`src/hdl/gtd_pkg.sv`:
```
`timescale 1ns / 1ps
// ----------------------------------------------------------------------------
// gtd_pkg
// Shared types, constants and the spread function of the grid diffusion block.
// ----------------------------------------------------------------------------
package gtd_pkg;

	localparam int MAX_WIDTH  = 64;
	localparam int MAX_HEIGHT = 64;
	localparam int COL_W      = $clog2(MAX_WIDTH);
	localparam int ROW_W      = $clog2(MAX_HEIGHT);
	localparam int ADDR_W     = COL_W + ROW_W;
	localparam int DEPTH      = MAX_WIDTH * MAX_HEIGHT;
	localparam int LVL_W      = 8;
	localparam int SIZE_W     = 7;
	localparam int SPREAD_W   = LVL_W - 3;
	localparam int NET_W      = 10;
	localparam int STEP_W     = 3;
	localparam int CFG_IDX_W  = 2;
	localparam int IN_DATA_W  = 24;
	localparam int OUT_DATA_W = 16;

	typedef logic [CFG_IDX_W-1:0] cfg_idx_t;
	localparam cfg_idx_t REG_THRESHOLD = 2'd0;
	localparam cfg_idx_t REG_WIDTH     = 2'd1;
	localparam cfg_idx_t REG_HEIGHT    = 2'd2;

	localparam logic ACT_WRITE = 1'b0;
	localparam logic ACT_READ  = 1'b1;

	// fetch steps: own cell, then right, left, down, up neighbours
	typedef logic [STEP_W-1:0] step_t;
	localparam step_t STEP_OWN   = 3'd0;
	localparam step_t STEP_RIGHT = 3'd1;
	localparam step_t STEP_LEFT  = 3'd2;
	localparam step_t STEP_DOWN  = 3'd3;
	localparam step_t STEP_UP    = 3'd4;
	localparam step_t STEP_LAST  = 3'd5;

	typedef struct packed {
		logic [LVL_W-1:0]  thr;
		logic [SIZE_W-1:0] width;
		logic [SIZE_W-1:0] height;
	} grid_cfg_t;

	typedef struct packed {
		logic             blocked;
		logic [LVL_W-1:0] level;
	} cell_t;

	typedef struct packed {
		logic              we;
		logic [ADDR_W-1:0] waddr;
		cell_t             wdata;
		logic [ADDR_W-1:0] raddr;
	} mem_req_t;

	typedef struct packed {
		logic idle;
		logic finishing;
	} stc_status_t;

	function automatic logic [SPREAD_W-1:0] spread_of(input logic [LVL_W-1:0] lvl,
		input logic [LVL_W-1:0] thr);
		logic [LVL_W-1:0] diff;
		diff = lvl - thr;
		spread_of = (lvl > thr) ? diff[LVL_W-1:3] : '0;
	endfunction

endpackage

```
`src/hdl/gtd_stencil.sv`:
```
`timescale 1ns / 1ps
// ----------------------------------------------------------------------------
// gtd_stencil
// Sequencer that fetches a cell and its neighbours one per cycle and
// accumulates the net change in a shared adder, plus the result register.
// ----------------------------------------------------------------------------
module gtd_stencil (
	input  logic                               clk,
	input  logic                               arst_n,
	input  gtd_pkg::grid_cfg_t                 cfg,
	input  logic                               clear_busy,
	input  logic                               s_tvalid,
	output logic                               s_tready,
	input  logic [gtd_pkg::IN_DATA_W-1:0]      s_tdata,
	input  logic                               s_tuser,
	output logic                               m_tvalid,
	input  logic                               m_tready,
	output logic [gtd_pkg::OUT_DATA_W-1:0]     m_tdata,
	output gtd_pkg::mem_req_t                  mem_req,
	input  gtd_pkg::cell_t                     rd_data,
	output gtd_pkg::stc_status_t               status
);

	typedef enum logic [2:0] {
		ST_IDLE   = 3'b001,
		ST_FETCH  = 3'b010,
		ST_FINISH = 3'b100
	} state_t;

	state_t                              state_q;
	gtd_pkg::step_t                      step_q;
	logic [gtd_pkg::COL_W-1:0]           col_q;
	logic [gtd_pkg::ROW_W-1:0]           row_q;
	logic                                oob_q;
	logic [gtd_pkg::LVL_W-1:0]           own_q;
	logic [gtd_pkg::SPREAD_W-1:0]        own_sp_q;
	logic                                self_blk_q;
	logic signed [gtd_pkg::NET_W-1:0]    net_q;
	logic                                m_valid_q;
	logic [gtd_pkg::LVL_W-1:0]           lvl_out_q;
	logic                                changed_q;

	logic [gtd_pkg::COL_W-1:0]           in_col;
	logic [gtd_pkg::ROW_W-1:0]           in_row;
	logic [gtd_pkg::LVL_W-1:0]           in_level;
	logic                                in_blocked;
	logic                                accept;
	logic                                in_oob;
	gtd_pkg::step_t                      proc_step;
	logic                                nb_ok;
	logic [gtd_pkg::SPREAD_W-1:0]        nb_sp;
	logic signed [gtd_pkg::NET_W-1:0]    inflow;
	logic signed [gtd_pkg::NET_W-1:0]    outflow;
	logic signed [gtd_pkg::NET_W-1:0]    add_a;
	logic signed [gtd_pkg::NET_W-1:0]    add_b;
	logic signed [gtd_pkg::NET_W-1:0]    sum;
	logic [gtd_pkg::LVL_W-1:0]           clamped;
	logic [gtd_pkg::ADDR_W-1:0]          nb_addr;
	logic                                load_out;

	assign in_col     = s_tdata[5:0];
	assign in_row     = s_tdata[11:6];
	assign in_level   = s_tdata[19:12];
	assign in_blocked = s_tdata[20];

	assign s_tready = (state_q == ST_IDLE) && !clear_busy;
	assign accept   = s_tvalid && s_tready;
	assign in_oob   = ({1'b0, in_col} >= cfg.width) || ({1'b0, in_row} >= cfg.height);

	// neighbour address issued in this cycle
	always_comb begin
		case (step_q)
			gtd_pkg::STEP_RIGHT: nb_addr = {row_q, col_q + 1'b1};
			gtd_pkg::STEP_LEFT:  nb_addr = {row_q, col_q - 1'b1};
			gtd_pkg::STEP_DOWN:  nb_addr = {row_q + 1'b1, col_q};
			gtd_pkg::STEP_UP:    nb_addr = {row_q - 1'b1, col_q};
			default:             nb_addr = {row_q, col_q};
		endcase
	end

	assign mem_req.we    = accept && (s_tuser == gtd_pkg::ACT_WRITE);
	assign mem_req.waddr = {in_row, in_col};
	assign mem_req.wdata = '{blocked: in_blocked, level: in_level};
	assign mem_req.raddr = (state_q == ST_IDLE) ? {in_row, in_col} : nb_addr;

	// data on rd_data belongs to the step issued in the previous cycle
	assign proc_step = step_q - 1'b1;

	always_comb begin
		case (proc_step)
			gtd_pkg::STEP_RIGHT: nb_ok = ({1'b0, col_q} + 1'b1) < cfg.width;
			gtd_pkg::STEP_LEFT:  nb_ok = col_q != '0;
			gtd_pkg::STEP_DOWN:  nb_ok = ({1'b0, row_q} + 1'b1) < cfg.height;
			gtd_pkg::STEP_UP:    nb_ok = row_q != '0;
			default:             nb_ok = 1'b0;
		endcase
	end

	assign nb_sp   = gtd_pkg::spread_of(rd_data.level, cfg.thr);
	assign inflow  = (nb_ok && !self_blk_q) ?
		gtd_pkg::NET_W'(nb_sp) : '0;
	assign outflow = (nb_ok && !rd_data.blocked) ?
		gtd_pkg::NET_W'(own_sp_q) : '0;

	// shared adder: accumulates per neighbour, then adds the net to the own level
	always_comb begin
		if (state_q == ST_FINISH) begin
			add_a = gtd_pkg::NET_W'(own_q);
			add_b = net_q;
		end else begin
			add_a = net_q;
			add_b = inflow - outflow;
		end
	end
	assign sum = add_a + add_b;

	always_comb begin
		if (sum < 0) begin
			clamped = '0;
		end else if (sum > gtd_pkg::NET_W'(255)) begin
			clamped = '1;
		end else begin
			clamped = sum[gtd_pkg::LVL_W-1:0];
		end
	end

	assign load_out = (state_q == ST_FINISH) && (!m_valid_q || m_tready);

	always_ff @(posedge clk or negedge arst_n) begin
		if (!arst_n) begin
			state_q   <= ST_IDLE;
			step_q    <= gtd_pkg::STEP_OWN;
			m_valid_q <= 1'b0;
		end else begin
			if (load_out) begin
				m_valid_q <= 1'b1;
			end else if (m_tready) begin
				m_valid_q <= 1'b0;
			end
			case (state_q)
				ST_IDLE: begin
					if (accept && (s_tuser == gtd_pkg::ACT_READ)) begin
						step_q  <= gtd_pkg::STEP_RIGHT;
						state_q <= in_oob ? ST_FINISH : ST_FETCH;
					end
				end
				ST_FETCH: begin
					step_q <= step_q + 1'b1;
					if (step_q == gtd_pkg::STEP_LAST) begin
						state_q <= ST_FINISH;
					end
				end
				ST_FINISH: begin
					if (load_out) begin
						state_q <= ST_IDLE;
					end
				end
				default: begin
					state_q <= ST_IDLE;
				end
			endcase
		end
	end

	always_ff @(posedge clk) begin
		if (accept) begin
			col_q <= in_col;
			row_q <= in_row;
			oob_q <= in_oob;
		end
		if (state_q == ST_FETCH) begin
			if (proc_step == gtd_pkg::STEP_OWN) begin
				own_q      <= rd_data.level;
				self_blk_q <= rd_data.blocked;
				own_sp_q   <= gtd_pkg::spread_of(rd_data.level, cfg.thr);
				net_q      <= '0;
			end else begin
				net_q <= sum;
			end
		end
		if (load_out) begin
			lvl_out_q <= oob_q ? '0 : clamped;
			changed_q <= !oob_q && (net_q != '0);
		end
	end

	assign m_tvalid = m_valid_q;
	assign m_tdata  = {7'b0, changed_q, lvl_out_q};

	assign status.idle      = state_q == ST_IDLE;
	assign status.finishing = state_q == ST_FINISH;

endmodule
```
`config.mk`:
```
export PLATFORM = sky130hd
export DESIGN_NAME = gtd_stencil
export DESIGN_NICKNAME = d
export VERILOG_FILES = /design/src/hdl/gtd_pkg.sv /design/src/hdl/gtd_stencil.sv
export SDC_FILE = /design/constraint.sdc
export NUM_CORES = 1
export LEC_CHECK = 0
export BUFFER_PORTS_ARGS = -buffer_cell sky130_fd_sc_hd__buf_2
export CORE_UTILIZATION = 45
export DETAILED_ROUTE_END_ITERATION = 10
export MAX_ROUTING_LAYER = met4
export PLACE_DENSITY_LB_ADDON = 0.2
export SLEW_MARGIN = 30
export SYNTH_ARGS = -nofsm -noshare
export SYNTH_HDL_FRONTEND = slang
export SYNTH_SLANG_ARGS = --single-unit
```
`constraint.sdc`:
```
create_clock -name clk -period 5.73 [get_ports clk]
set_input_delay 0.8595 -clock clk [delete_from_list [all_inputs] [get_ports clk]]
set_output_delay 0.8595 -clock clk [all_outputs]
set_load 0.02 [all_outputs]
```
# Yosys cells after proc, flatten, opt, wreduce, memory -nomap -nowiden
# Cells that the tools add are included.
# totals
register_bits,53
out_inout_bits,54
# classes
addsub,11
n_lt_le_gt_ge,7
n_eq_ne,15
muxes,18
bitwise_logic,1
reduce_logical,25
# ops
operator,count
12-bit one-hot mux with 4 select lines,1
10-bit two-way mux,2
"3-bit by 2-bit == test with 1-bit output, second input constant",5
3-bit two-way mux,5
5-bit two-way mux,3
"6-bit by 1-bit adder with 7-bit output, second input constant",2
6-bit by 7-bit greater-or-equal comparator with 1-bit output,2
7-bit less-than comparator,2
"6-bit by 1-bit adder with 6-bit output, second input constant",2
"3-bit == test, second input constant",4
12-bit two-way mux,1
6-bit nonzero test,2
"6-bit by 1-bit subtractor with 6-bit output, second input constant",2
10-bit adder,1
"10-bit by 9-bit greater-than comparator with 1-bit output, second input constant",1
"10-bit by 1-bit less-than comparator with 1-bit output, second input constant",1
10-bit nonzero test,1
"3-bit by 1-bit == test with 1-bit output, second input constant",3
3-bit one-hot mux with 3 select lines,1
8-bit greater-than comparator,1
1-bit logical AND,8
8-bit two-way mux,1
8-bit subtractor,1
3-bit one-hot mux with 2 select lines,1
other kinds (15),24

# Longest topological paths before layout
# Gate-level depths: netlist of the first run.
# logic_depth
word_depth,10
ltp_mapped,22
mapped_depth_nobuf,22

# Worst setup path after synthesis of the first run
# No wires, ideal clock.
# synth_timing
kind,input -> register
startpoint,input port cfg[19] in the netlist's numbering
endpoint,"register lvl_out_q[2] in the netlist's numbering, data pin"
setup_ns,0.279
arrival_time_ns,4.950
required_ns,5.451
path_slack_ns,0.502
path_stages,20
cell_sequence,inv_1 > ha_1 > a21o_1 > a221o_1 > a31oi_1 > o21ai_1 > and4_1 > ha_1 > nor2b_1 > o21ai_0 > a21oi_1 > nor2_1 > a21o_1 > ha_1 > a21o_1 > a21o_1 > a311oi_1 > o311a_2 > mux2i_4 > a21oi_1
# synth_via
elab_chain_cells,8
word_cells_on_any_way,11
classes_between,add/sub (3); order compare (3); mux (4); reduce/logical (1)
# synth_rtl
item,line_no,source
from (decl),gtd_stencil.sv:10,"input gtd_pkg::grid_cfg_t cfg,"
8-bit subtractor or 8-bit greater-than comparator (tied branches),"gtd_pkg.sv:66, gtd_pkg.sv:67",
5-bit two-way mux (*),n/a,
5-bit two-way mux (*),gtd_stencil.sv:100,assign inflow = (nb_ok && !self_blk_q) ?
5-bit by 5-bit subtractor with 6-bit output (*),gtd_stencil.sv:112,add_b = inflow - outflow;
10-bit two-way mux (*),gtd_stencil.sv:107,if (state_q == ST_FINISH) begin
10-bit adder (*),gtd_stencil.sv:115,assign sum = add_a + add_b;
10-bit by 9-bit greater-than comparator with 1-bit output or 10-bit by 1-bit less-than comparator with 1-bit output (tied branches),"gtd_stencil.sv:120, gtd_stencil.sv:118",
8-bit two-way mux or 2-bit OR reduction (tied branches),n/a,
to (signal assigned),gtd_stencil.sv:182,lvl_out_q <= oob_q ? '0 : clamped;
to (decl),gtd_stencil.sv:40,logic [gtd_pkg::LVL_W-1:0] lvl_out_q;
# Every way passes the cells marked *; elsewhere a longest branch is shown, timed or not.
# A chain may end at the register's enable or synchronous reset.

# Final worst setup path of the first run
# layout_timing
startpoint,register row_q[1] in the netlist's numbering
endpoint,"register lvl_out_q[3] in the netlist's numbering, data pin"
# layout_via
elab_chain_cells,10
word_cells_on_any_way,15
classes_between,add/sub (3); order compare (3); mux (5); reduce/logical (4)
# layout_rtl
item,line_no,source
from (decl),gtd_stencil.sv:33,logic [gtd_pkg::ROW_W-1:0] row_q;
from (signal assigned),gtd_stencil.sv:168,row_q <= in_row;
6-bit by 1-bit adder with 7-bit output,gtd_stencil.sv:93,"gtd_pkg::STEP_DOWN: nb_ok = ({1'b0, row_q} + 1'b1) < cfg.height;"
7-bit less-than comparator,gtd_stencil.sv:93,
1-bit one-hot mux with 4 select lines (*),gtd_stencil.sv:90,case (proc_step)
"1-bit logical AND, on equally long branches","gtd_stencil.sv:100, gtd_stencil.sv:102",
"5-bit two-way mux, on equally long branches","gtd_stencil.sv:100, gtd_stencil.sv:102",
5-bit by 5-bit subtractor with 6-bit output (*),gtd_stencil.sv:112,
10-bit two-way mux (*),gtd_stencil.sv:107,
10-bit adder (*),gtd_stencil.sv:115,
10-bit by 9-bit greater-than comparator with 1-bit output or 10-bit by 1-bit less-than comparator with 1-bit output (tied branches),"gtd_stencil.sv:120, gtd_stencil.sv:118",
8-bit two-way mux or 2-bit OR reduction (tied branches),n/a,
# Marked as above.

==> out/metrics.yaml, run 1 <==
placed_design:
  dp.final_hpwl_um: 8340
  dp_cells: 726
  portBuffers: 86
  place_area_um2: 5200
  place_congestion: 0.797
  dp_slack_ns: 0.133
cts:
  cts_buffer_depth: 2
  htree_levels: 2
  cts_tree: "built"
  numClockSinks: 53
  path_clk_slew_ns: 0.11
  cts_root_buf: "clkbuf_8"
  clock_latency_ns: 0.32
  numCtsBuffers: 5
die:
  core_um2: 10300
  ios: 115
  fp.dieH_um: 105
  row_count: 37
  die_area_um2: 11000
  fp.dieW_um: 105
  start_util: 0.464
grt:
  grt_max_degree: 20
  track_usage: 0.202
  antenna_found_initial: 0
  grt_remaining_overflow: 0
  first_global_vias: 3853
  grt_first_pass_wirelength_um: 17700
power_and_ir_drop:
  p_int_uw: 799
  p_clk_frac: 0.179
  max-vdd-ir-drop_v: 0.000121
  power_density_nw_per_um2: 248
  seqPwrFrac: 0.350
  leakagePower_uw: 0.00255
  combinationalPowerShare: 0.470
  swShare: 0.394
  switchingPower_uw: 520
synthesis:
  synthSimpleGateAreaFrac: 0.171
  synth.largest_area_cell: "edfxtp_1"
  synth_adder_area_share: 0.187
  synth_edf_count: 46
  ys_types: 60
  syn_inst: 527
  postSynthAreaPerCell_um2: 9.05
  ys_async_sr_fraction: 0.132
  synth_xor_area_frac: 0.0496
  synth_area_leaders: "edfxtp_1, ha_1, nor2_1"
  synth_top_family_by_area: "adder cells"
  synth_flop_cell: "edfxtp_1"
  yosysTopAreaCellShare: 0.290
  ys_seq_area_frac: 0.327
  synth_mux_area_frac: 0.00682
  ys_warn_count: 0
  synth_compound_area_frac: 0.169
  syn_area_um2: 4770
  ys_ff_latch: 53
finish:
  fillers: 997
  area_delta_synth_final_pct: 11.5
  antenna_cells_inserted: 0
  register_area_um2: 1560
  drive_gt1_frac: 0.197
  multi_input_area_um2: 2820
  fin_area_um2: 5320
  nets: 729
  stdcell_count: 736
sta:
  clock-skew-final_ns: 0.00724
  drv_slew: 0
  rsz0062_at_grt: "false"
  finalCriticalPeriod_ns: 5.31
  tns_ns: 0
  max_freq_ghz: 0.188
  tightestPinTransition_ns: 0.802
  finalSetupViolations: 0
  fin_ws_ns: 0.415
  hold_viol: 0
  maxSlewHeadroom: 0.465
  fin_crit_sh: 0.928
hold_path:
  hold_class: "primary input to asynchronous set/reset pin"
route:
  vias: 3941
  drt-initial-drc-count: 164
  ant_nets: 0
  drtPass1Iterations: 5
  drcViolationCount: 0
  drt-vias-per-instance: 5.35
  routed_wl_um: 10400
  wl_per_cell_um: 14.1
setup_path:
  cp.required_ns: 5.80
  reg2reg_to: "lvl_out_q[3]$_SDFFCE_PP0P_"
  crit_arrival_ns: 5.38
  r2r-start: "row_q[1]$_DFFE_PP_"
  ff2ff_path_depth: 21
  r2r_setup_slack_ns: 0.42
  worstSetupPathType: "flop to flop"
  cp-start-kind: "flop"
  crit_path_end_kind: "flop"
  cp-endpoint: "lvl_out_q[3]$_SDFFCE_PP0P_"
  crit_fanout: 8
  crit_start: "row_q[1]$_DFFE_PP_"
job:
  maxCapViolCount: 0
outcome:
  outcome: "finished, final reports clean"
[layer usage]
layer  routed length (um)  global-route usage  part of all wire  vias to the layer above
met2                 5290               0.365              0.51                       89
met5                    0                   -                 0                        -
met3                  341              0.0343             0.033                       18
met4                  176              0.0433             0.017                        0
li1                     -                   -                 -                     1980
met1                 4600               0.235              0.44                     1854
[what timing repair did]
action	in CTS	in global routing
setup endpoints to repair	0	9
setup buffers	0	2
hold endpoints to repair	0	0
hold buffers	0	0
resized for setup	0	1
[kinds of logic (layout without fill, tap and decap cells)]
family | after synthesis | in the layout
other cells | 1 | 7
flops | 53 | 53
fa+ha+maj | 69 | 69
buf+inv | 83 | 150
simple gates | 173 | 173
mux | 2 | 2
compound gates | 119 | 119
xor+xnor | 27 | 27
[cell usage after synthesis, types with 5 or more instances]
library cell and instances:
a21o_1 15, a21oi_1 38, a221oi_1 8, and2_1 5
and3_1 8, buf_4 29, clkbuf_1 7, dfrtp_1 6
edfxtp_1 46, ha_1 65, inv_1 45, nand2_1 49
nand2b_1 9, nand3_1 12, nor2_1 59, nor2b_1 8
nor3_1 5, o21ai_0 8, o21ai_1 8, xnor2_1 15
xor2_1 12
[sequential cells by signal (all words and copies together) (netlist names)]
name	cells
state_q	3
own_q	8
self_blk_q	1
lvl_out_q	8
m_tvalid	1
step_q	3
oob_q	1
row_q	6
own_sp_q	5
changed_q	1
col_q	6
net_q	10
[through the flow]
step	utilization	hold slack, ns	power (uW)
6_report	0.517	0.341	1320
5_1_grt	0.517	0.333	1410
4_1_cts	0.516	0.348	1320
3_5_place_dp	0.506	0.540	1080
3_3_place_gp	0.506	0.532	1070
2_1_floorplan	-	0.515	935
[area by class of cell]
cell class | instances | share of cell area
well taps | 136 | 0.0320
multi-input cells | 397 | 0.530
clock buffers | 5 | 0.0129
inverters | 47 | 0.0332
repair buffers | 95 | 0.0936
flip-flops and latches | 53 | 0.293
clock inverters | 3 | 0.00494
[worst min-delay path by stage]
stage          cells past startpoint                endpoint  slack [ns]                   from
6_report                           1  state_q[1]$_DFFE_PN0P_        0.34                 arst_n
5_1_grt                            1    m_tvalid$_DFFE_PN0P_        0.33                 arst_n
4_1_cts                            1  state_q[1]$_DFFE_PN0P_        0.35                 arst_n
3_3_place_gp                       2    m_tvalid$_DFFE_PN0P_        0.53   m_tvalid$_DFFE_PN0P_
2_1_floorplan                      1   step_q[0]$_DFFE_PN0P_        0.51  step_q[0]$_DFFE_PN0P_
3_5_place_dp                       2    m_tvalid$_DFFE_PN0P_        0.54   m_tvalid$_DFFE_PN0P_
[critical path: stages, from the launching register on]
cell and delay (ns):
edfxtp_1 0.51, and3_1 0.19, nand3_1 0.09, xnor2_1 0.15, ha_1 0.31, a21oi_1 0.18, o211ai_1 0.11, o221a_2 0.30
or2_1 0.26, a2111oi_2 0.36, ha_1 0.31, o21ai_0 0.13, a21oi_1 0.15, nor2_2 0.28, a21o_1 0.13, ha_1 0.24
a21o_1 0.21, a21o_1 0.19, a311oi_1 0.26, o311a_2 0.27, mux2i_4 0.35, a21oi_1 0.09
[layout by cell type, fill, tap and decap left out, types with 3 or more instances in the layout]
cell / synthesis / final
nor4_1: 4 / 4
a31oi_1: 4 / 4
nand2_1: 49 / 49
o21ai_0: 8 / 8
edfxtp_1: 46 / 46
and2_1: 5 / 5
ha_1: 65 / 65
nor2_1: 59 / 58
and3_1: 8 / 8
and4_1: 3 / 3
inv_1: 45 / 45
clkbuf_8: 0 / 5
a21o_1: 15 / 15
o211ai_1: 4 / 4
nand2b_1: 9 / 9
fa_1: 4 / 4
a21oi_1: 38 / 38
buf_4: 29 / 9
conb_1: 1 / 7
nand3_1: 12 / 12
xor2_1: 12 / 12
o21a_1: 3 / 3
nor3_1: 5 / 4
xnor2_1: 15 / 15
dfrtp_1: 6 / 6
a21boi_1: 4 / 4
a221oi_1: 8 / 8
buf_2: 0 / 86
o21ai_1: 8 / 8
o2111ai_1: 3 / 3
a211oi_1: 4 / 4
nor2b_1: 8 / 8
[power by group through the flow]
stage / Clock (uW) / Combinational (uW) / Sequential [uW]
after global routing: 257 / 691 / 464
final: 237 / 620 / 462
after CTS: 239 / 618 / 463
after detailed placement: 0 / 614 / 471
after floorplan: 0 / 467 / 468
after global placement: 0 / 601 / 471
(Power assumes the default switching activity.)
==> run 2, diff against run 1 <==
--- a/config.mk
+++ b/config.mk
@@ -6,7 +6,9 @@
 export NUM_CORES = 1
 export LEC_CHECK = 0
 export BUFFER_PORTS_ARGS = -buffer_cell sky130_fd_sc_hd__buf_2
+export CAP_MARGIN = 20
 export CORE_UTILIZATION = 45
+export CTS_BUF_LIST = sky130_fd_sc_hd__clkbuf_8 sky130_fd_sc_hd__clkbuf_16
 export DETAILED_ROUTE_END_ITERATION = 10
 export MAX_ROUTING_LAYER = met4
 export PLACE_DENSITY_LB_ADDON = 0.2
==> constraint.sdc (replaced) <==
create_clock -name clk -period 5.73 [get_ports clk]
set_input_delay 0.573 -clock clk [delete_from_list [all_inputs] [get_ports clk]]
set_output_delay 0.573 -clock clk [all_outputs]
set_load 0.02 [all_outputs]
==> run 2 against run 1 <==
  * Setup slack lost 0.079 ns
  * Design area fell by 0.45%
  * Clock skew fell by 0.00054 ns
  * Sequential cell count unchanged
  * Largest power group unchanged
  * Combinational power decreased by 2%
  * First-iteration DRC count decreased by 23%
  * Sequential share of layout area rose by 0.13 points
  * Register-to-register slack worse by 0.08 ns
  * Core utilization decreased by 0.23 points
  * Clock power shrank 3%
==> out/metrics.yaml, run 2 (synthesis gave the netlist of run 1 again) <==
cts:
  path_clk_slew_ns: 0.11  # about the same
  cts_root_buf: "clkbuf_8"  # unchanged
  numCtsBuffers: 5  # unchanged
  htree_levels: 2  # unchanged
  cts_hold_buf: 0  # unchanged
  clock_latency_ns: 0.31  # was 0.32 ns
  numClockSinks: 53  # unchanged
  cts_tree: "built"  # unchanged
  cts_buffer_depth: 2  # unchanged
power_and_ir_drop:
  combinationalPowerShare: 0.468  # was 0.470
  leakagePower_uw: 0.00254  # was 0.00255 uW
  fin_total_pwr_uw: 1300  # was 1320 uW
  max-vdd-ir-drop_v: 0.000138  # was 0.000121 V
  swShare: 0.393  # was 0.394
  power_density_nw_per_um2: 246  # was 248 nW/um2
  p_int_uw: 791  # was 799 uW
  p_clk_frac: 0.177  # was 0.179
  switchingPower_uw: 512  # was 520 uW
  seqPwrFrac: 0.355  # was 0.350
route:
  routed_wl_um: 10300  # was 10400 um
  drt-initial-drc-count: 127  # was 164
  ant_nets: 0  # unchanged
  drt-vias-per-instance: 5.36  # was 5.35
  drcViolationCount: 0  # unchanged
  vias: 3928  # was 3941
  drtPass1Iterations: 4  # was 5
  wl_per_cell_um: 14.0  # was 14.1 um
sta:
  tns_ns: 0  # unchanged
  hold-worst-slack_ns: 0.0669  # was 0.341 ns
  drv_slew: 0  # unchanged
  maxSlewHeadroom: 0.491  # was 0.465
  rsz0062_at_grt: "false"  # unchanged
  clock-skew-final_ns: 0.00670  # was 0.00724 ns
  fin_crit_sh: 0.941  # was 0.928
  max_freq_ghz: 0.185  # was 0.188 GHz
  finalSetupViolations: 0  # unchanged
  finalCriticalPeriod_ns: 5.39  # was 5.31 ns
  tightestPinTransition_ns: 0.763  # was 0.802 ns
  hold_viol: 0  # unchanged
setup_path:
  r2r-start: "row_q[1]$_DFFE_PP_"  # unchanged
  crit_arrival_ns: 5.46  # was 5.38 ns
  cp.required_ns: 5.80  # about the same
  crit_path_end_kind: "flop"  # unchanged
  r2r_setup_slack_ns: 0.34  # was 0.42 ns
  worstSetupPathType: "flop to flop"  # unchanged
  reg2reg_to: "lvl_out_q[7]$_SDFFCE_PP0P_"  # was lvl_out_q[3]$_SDFFCE_PP0P_
  crit_fanout: 8  # unchanged
  cp-start-kind: "flop"  # unchanged
  ff2ff_path_depth: 21  # unchanged
die:
  fp.dieW_um: 105  # unchanged
  ios: 115  # unchanged
  fp.dieH_um: 105  # unchanged
  row_count: 37  # unchanged
  start_util: 0.464  # unchanged
  core_um2: 10300  # unchanged
  die_area_um2: 11000  # unchanged
placed_design:
  dp.final_hpwl_um: 8330  # was 8340 um
  place_area_um2: 5180  # was 5200 um2
  place_congestion: 0.835  # was 0.797
  portBuffers: 86  # unchanged
job:
  maxCapViolCount: 0  # unchanged
finish:
  area_delta_synth_final_pct: 11.0  # was 11.5%
  drive_gt1_frac: 0.193  # was 0.197
  fin_area_um2: 5290  # was 5320 um2
  nets: 726  # was 729
  reg_top3: "net_q x10, lvl_out_q x8, own_q x8"  # unchanged
  layout_common_cells: "buf_2, ha_1, nor2_1"  # unchanged
  regMostFlops: "net_q"  # unchanged
  fin_util: 0.515  # was 0.517
  final_common_cell: "buf_2"  # unchanged
  largest_reg_flops: 10  # unchanged
  antenna_cells_inserted: 0  # unchanged
grt:
  first_global_vias: 3809  # was 3853
  track_usage: 0.201  # was 0.202
  grt_max_degree: 20  # unchanged
  grt_remaining_overflow: 0  # unchanged
  grt_first_pass_wirelength_um: 17500  # was 17700 um
  antenna_found_initial: 0  # unchanged
outcome:
  outcome: "finished, final reports clean"  # unchanged
hold_path:
  hold_class: "primary input to asynchronous set/reset pin"  # unchanged
==> run 2: changes by cell type in the layout (fill, tap and decap cells not counted) <==
cell        previous run  this run
inv_8                  1         0
buf_4                  9         6
inv_6                  0         1
clkinvlp_4             2         1
clkinv_4               0         1
==> run 2: worst max path at each step <==
stage,startpoint,end,depth (start not counted)
2_1_floorplan,row_q[0]$_DFFE_PP_,lvl_out_q[2]$_SDFFCE_PP0P_,21
3_3_place_gp,row_q[0]$_DFFE_PP_,lvl_out_q[6]$_SDFFCE_PP0P_,21
3_5_place_dp,row_q[0]$_DFFE_PP_,lvl_out_q[7]$_SDFFCE_PP0P_,21
4_1_cts,row_q[0]$_DFFE_PP_,lvl_out_q[7]$_SDFFCE_PP0P_,21
5_1_grt,row_q[1]$_DFFE_PP_,lvl_out_q[3]$_SDFFCE_PP0P_,21
6_report,row_q[1]$_DFFE_PP_,lvl_out_q[7]$_SDFFCE_PP0P_,21
==> run 2: layout make-up <==
cell class              instances  area [um2]
inverters                      47         176
well taps                     136         170
fillers                      1022        4980
flip-flops and latches         53        1560
clock buffers                   5        68.8
multi-input cells             397        2820
clock inverters                 3        25.0
repair buffers                 92         475
==> run 2: worst max-delay path, cell delays in order, from the launching register on <==
cell and delay [ns]:
edfxtp_1 0.50, ha_1 0.24, nand3_1 0.14, xnor2_1 0.20
ha_1 0.26, o2111ai_1 0.09, a21oi_1 0.09, o221a_2 0.32
or2_1 0.28, a2111oi_2 0.39, ha_1 0.32, o21ai_0 0.12
a21oi_1 0.14, nor2_2 0.27, a21o_1 0.12, ha_1 0.28
a21o_1 0.24, a21o_1 0.19, a311oi_1 0.26, o311a_2 0.27
mux2i_4 0.35, a21oi_1 0.08
==> run 2: power groups by stage <==
stage | logic, uW | clock network [uW] | registers (uW)
2_1_floorplan | 467 | 0 | 468
3_3_place_gp | 591 | 0 | 471
3_5_place_dp | 604 | 0 | 471
4_1_cts | 608 | 234 | 463
5_1_grt | 680 | 247 | 464
6_report | 610 | 231 | 462
==> run 2: per-layer routing <==
| metal | global-route usage | wire (um) | share of wire |
|---|---|---|---|
| met1 | 0.238 | 4490 | 0.44 |
| met2 | 0.368 | 5320 | 0.52 |
| met3 | 0.0256 | 361 | 0.035 |
| met4 | 0.0332 | 112 | 0.011 |
| met5 | - | 0 | 0 |
==> run 2: metrics by stage <==
| stage | setup slack, ns | std cells |
|---|---|---|
| floorplan | 0.671 | 533 |
| global placement | 0.277 | 723 |
| detailed placement | 0.197 | 723 |
| CTS | 0.176 | 731 |
| global route | 0.00618 | 733 |
| finish | 0.336 | 733 |
==> run 2: repair_timing <==
item                       CTS  global route
buffers inserted             0             2
setup endpoints to repair    0             8
resized for setup            0             1
==> run 3, diff against run 2 <==
--- a/config.mk
+++ b/config.mk
@@ -10,6 +10,7 @@
 export CORE_UTILIZATION = 45
 export CTS_BUF_LIST = sky130_fd_sc_hd__clkbuf_8 sky130_fd_sc_hd__clkbuf_16
 export DETAILED_ROUTE_END_ITERATION = 10
+export GPL_TIMING_DRIVEN = 0
 export MAX_ROUTING_LAYER = met4
 export PLACE_DENSITY_LB_ADDON = 0.2
 export SLEW_MARGIN = 30
==> constraint.sdc (replaced) <==
create_clock -name clk -period 5.1 [get_ports clk]
set_input_delay 0.51 -clock clk [delete_from_list [all_inputs] [get_ports clk]]
set_output_delay 0.51 -clock clk [all_outputs]
set_load 0.02 [all_outputs]
==> run 3 against run 2 <==
  * Critical endpoint unchanged
  * Fmax increased by 6.3%
  * Setup slack worse by 0.31 ns
  * Register-to-register slack worse by 0.31 ns
  * Sequential share of layout area shrank 4.2 points
  * Via count increased by 9.3%
==> out/metrics.yaml, run 3 (synthesis gave the netlist of run 1 again) <==
sta:
  max_freq_ghz: 0.197  # was 0.185 GHz
  clock-skew-final_ns: 0.00701  # was 0.00670 ns
  maxSlewHeadroom: 0.510  # was 0.491
  hold_viol: 0  # unchanged
  finalCriticalPeriod_ns: 5.07  # was 5.39 ns
  rsz0062_at_grt: "true"  # was false
  drv_slew: 0  # unchanged
  hold-worst-slack_ns: 0.382  # was 0.0669 ns
  tightestPinTransition_ns: 0.735  # was 0.763 ns
  finalSetupViolations: 0  # unchanged
  fin_crit_sh: 0.995  # was 0.941
cts:
  clock_latency_ns: 0.32  # was 0.31 ns
  cts_tree: "built"  # unchanged
  path_clk_slew_ns: 0.11  # about the same
  numCtsBuffers: 5  # unchanged
  numClockSinks: 53  # unchanged
  cts_buffer_depth: 2  # unchanged
  htree_levels: 2  # unchanged
  cts_root_buf: "clkbuf_8"  # unchanged
route:
  drt-vias-per-instance: 5.26  # was 5.36
  drt-initial-drc-count: 172  # was 127
  vias: 4292  # was 3928
  routed_wl_um: 11700  # was 10300 um
  drtPass1Iterations: 4  # unchanged
  wl_per_cell_um: 14.3  # was 14.0 um
  drcViolationCount: 0  # unchanged
  ant_nets: 0  # unchanged
setup_path:
  crit_path_end_kind: "flop"  # unchanged
  cp.required_ns: 5.18  # was 5.80 ns
  worstSetupPathType: "flop to flop"  # unchanged
  cp-start-kind: "flop"  # unchanged
  crit_fanout: 8  # unchanged
  crit_arrival_ns: 5.15  # was 5.46 ns
power_and_ir_drop:
  power_density_nw_per_um2: 283  # was 246 nW/um2
  fin_total_pwr_uw: 1750  # was 1300 uW
  leakagePower_uw: 0.00293  # was 0.00254 uW
  max-vdd-ir-drop_v: 0.000178  # was 0.000138 V
finish:
  drive_gt1_frac: 0.340  # was 0.193
  nets: 809  # was 726
  layout_common_cells: "buf_2, buf_4, ha_1"  # was buf_2, ha_1, nor2_1
  regMostFlops: "net_q"  # unchanged
  area_delta_synth_final_pct: 29.4  # was 11.0%
  reg_top3: "net_q x10, lvl_out_q x8, own_q x8"  # unchanged
  final_common_cell: "buf_2"  # unchanged
  fillers: 934  # was 1022
  stdcell_count: 816  # was 733
  antenna_cells_inserted: 0  # unchanged
  largest_reg_flops: 10  # unchanged
placed_design:
  portBuffers: 95  # was 86
  dp_cells: 765  # was 723
  dp.final_hpwl_um: 8720  # was 8330 um
  place_congestion: 0.854  # was 0.835
grt:
  grt_max_degree: 19  # was 20
  grt_first_pass_wirelength_um: 19100  # was 17500 um
  first_global_vias: 4226  # was 3809
  antenna_found_initial: 0  # unchanged
  grt_remaining_overflow: 0  # unchanged
  track_usage: 0.218  # was 0.201
die:
  row_count: 37  # unchanged
  fp.dieH_um: 105  # unchanged
  die_area_um2: 11000  # unchanged
  ios: 115  # unchanged
  core_um2: 10300  # unchanged
  start_util: 0.464  # unchanged
  fp.dieW_um: 105  # unchanged
job:
  maxCapViolCount: 0  # unchanged
outcome:
  outcome: "finished, final reports clean"  # unchanged
hold_path:
  hold_class: "primary input to flop"  # was primary input to asynchronous set/reset pin
-- run 3: area by class of cell --
class                      instances  area, um2  area share
multi-input combinational        397       3100       0.502
buffer                            36        244      0.0395
clock inverter                     3       25.0     0.00405
sequential                        53       1560       0.253
inverter                          47        176      0.0286
tap                              136        170      0.0276
clock buffer                       5       68.8      0.0111
timing repair buffer             139        828       0.134
-- run 3: worst paths after layout --
| path | startpoint | endpoint | cells past startpoint | slack (ns) |
|---|---|---|---|---|
| max | row_q[0]$_DFFE_PP_ | lvl_out_q[7]$_SDFFCE_PP0P_ | 22 | 0.03 |
| min in group asynchronous | arst_n | m_tvalid$_DFFE_PN0P_ | 2 | 0.54 |
| min | rd_data[7] | own_q[7]$_DFFE_PP_ | 1 | 0.38 |
| min reg2reg | step_q[0]$_DFFE_PN0P_ | step_q[0]$_DFFE_PN0P_ | 1 | 0.55 |
| max reg2reg | row_q[0]$_DFFE_PP_ | lvl_out_q[7]$_SDFFCE_PP0P_ | 22 | 0.03 |
| max in group asynchronous | arst_n | state_q[0]$_DFFE_PN1P_ | 2 | 4.34 |
-- run 3: where the power goes --
part	total [uW]	leakage, uW	internal, uW	switching [uW]
Combinational	976	0.00238	462	514
Sequential	518	0.000511	505	12.3
Clock	256	0.0000447	99.6	156
-- run 3: metrics by stage --
stage	instance area [um2]	setup slack, ns	util	setup TNS (ns)
final	6170	0.0266	0.601	0
after global routing	6170	-0.197	0.601	-1.70
after CTS	5720	0.0118	0.556	0
after detailed placement	5450	-0.617	0.530	-5.77
after global placement	5440	-0.570	0.529	-5.34
after floorplan	4790	0.0411	-	0
-- run 3: metal layers --
metal  routed length [um]  vias to the layer above  share of wire  track usage
met5                    0                        -              0            -
met3                  428                       22          0.037       0.0281
met2                 6180                      115           0.53        0.394
met1                 4840                     2013           0.41        0.249
met4                  223                        0          0.019       0.0694
li1                     -                     2142              -            -
-- run 3: worst max-delay path, stage by stage, from the launching register on --
cell      delay (ns)
edfxtp_1        0.51
and3_1          0.23
nand3_1         0.09
xnor2_1         0.13
ha_1            0.29
a21oi_2         0.15
o211ai_1        0.11
o221a_4         0.30
or2_4           0.27
buf_4           0.15
nor3_4          0.14
ha_4            0.23
a211o_4         0.35
nor2_4          0.14
a21o_1          0.15
ha_4            0.21
a21o_1          0.19
a21o_1          0.19
a311oi_2        0.31
o311a_4         0.26
mux2i_4         0.24
buf_12          0.15
a21oi_1         0.04
-- run 3: timing repair --
| item | CTS | global route |
|---|---|---|
| gates resized for setup | 14 | 46 |
| endpoints found under the setup margin | 11 | 11 |
| pin swaps | 9 | 32 |
| hold buffers | 1 | 0 |
| endpoints found under the hold margin | 6 | 0 |
| buffers inserted | 14 | 28 |
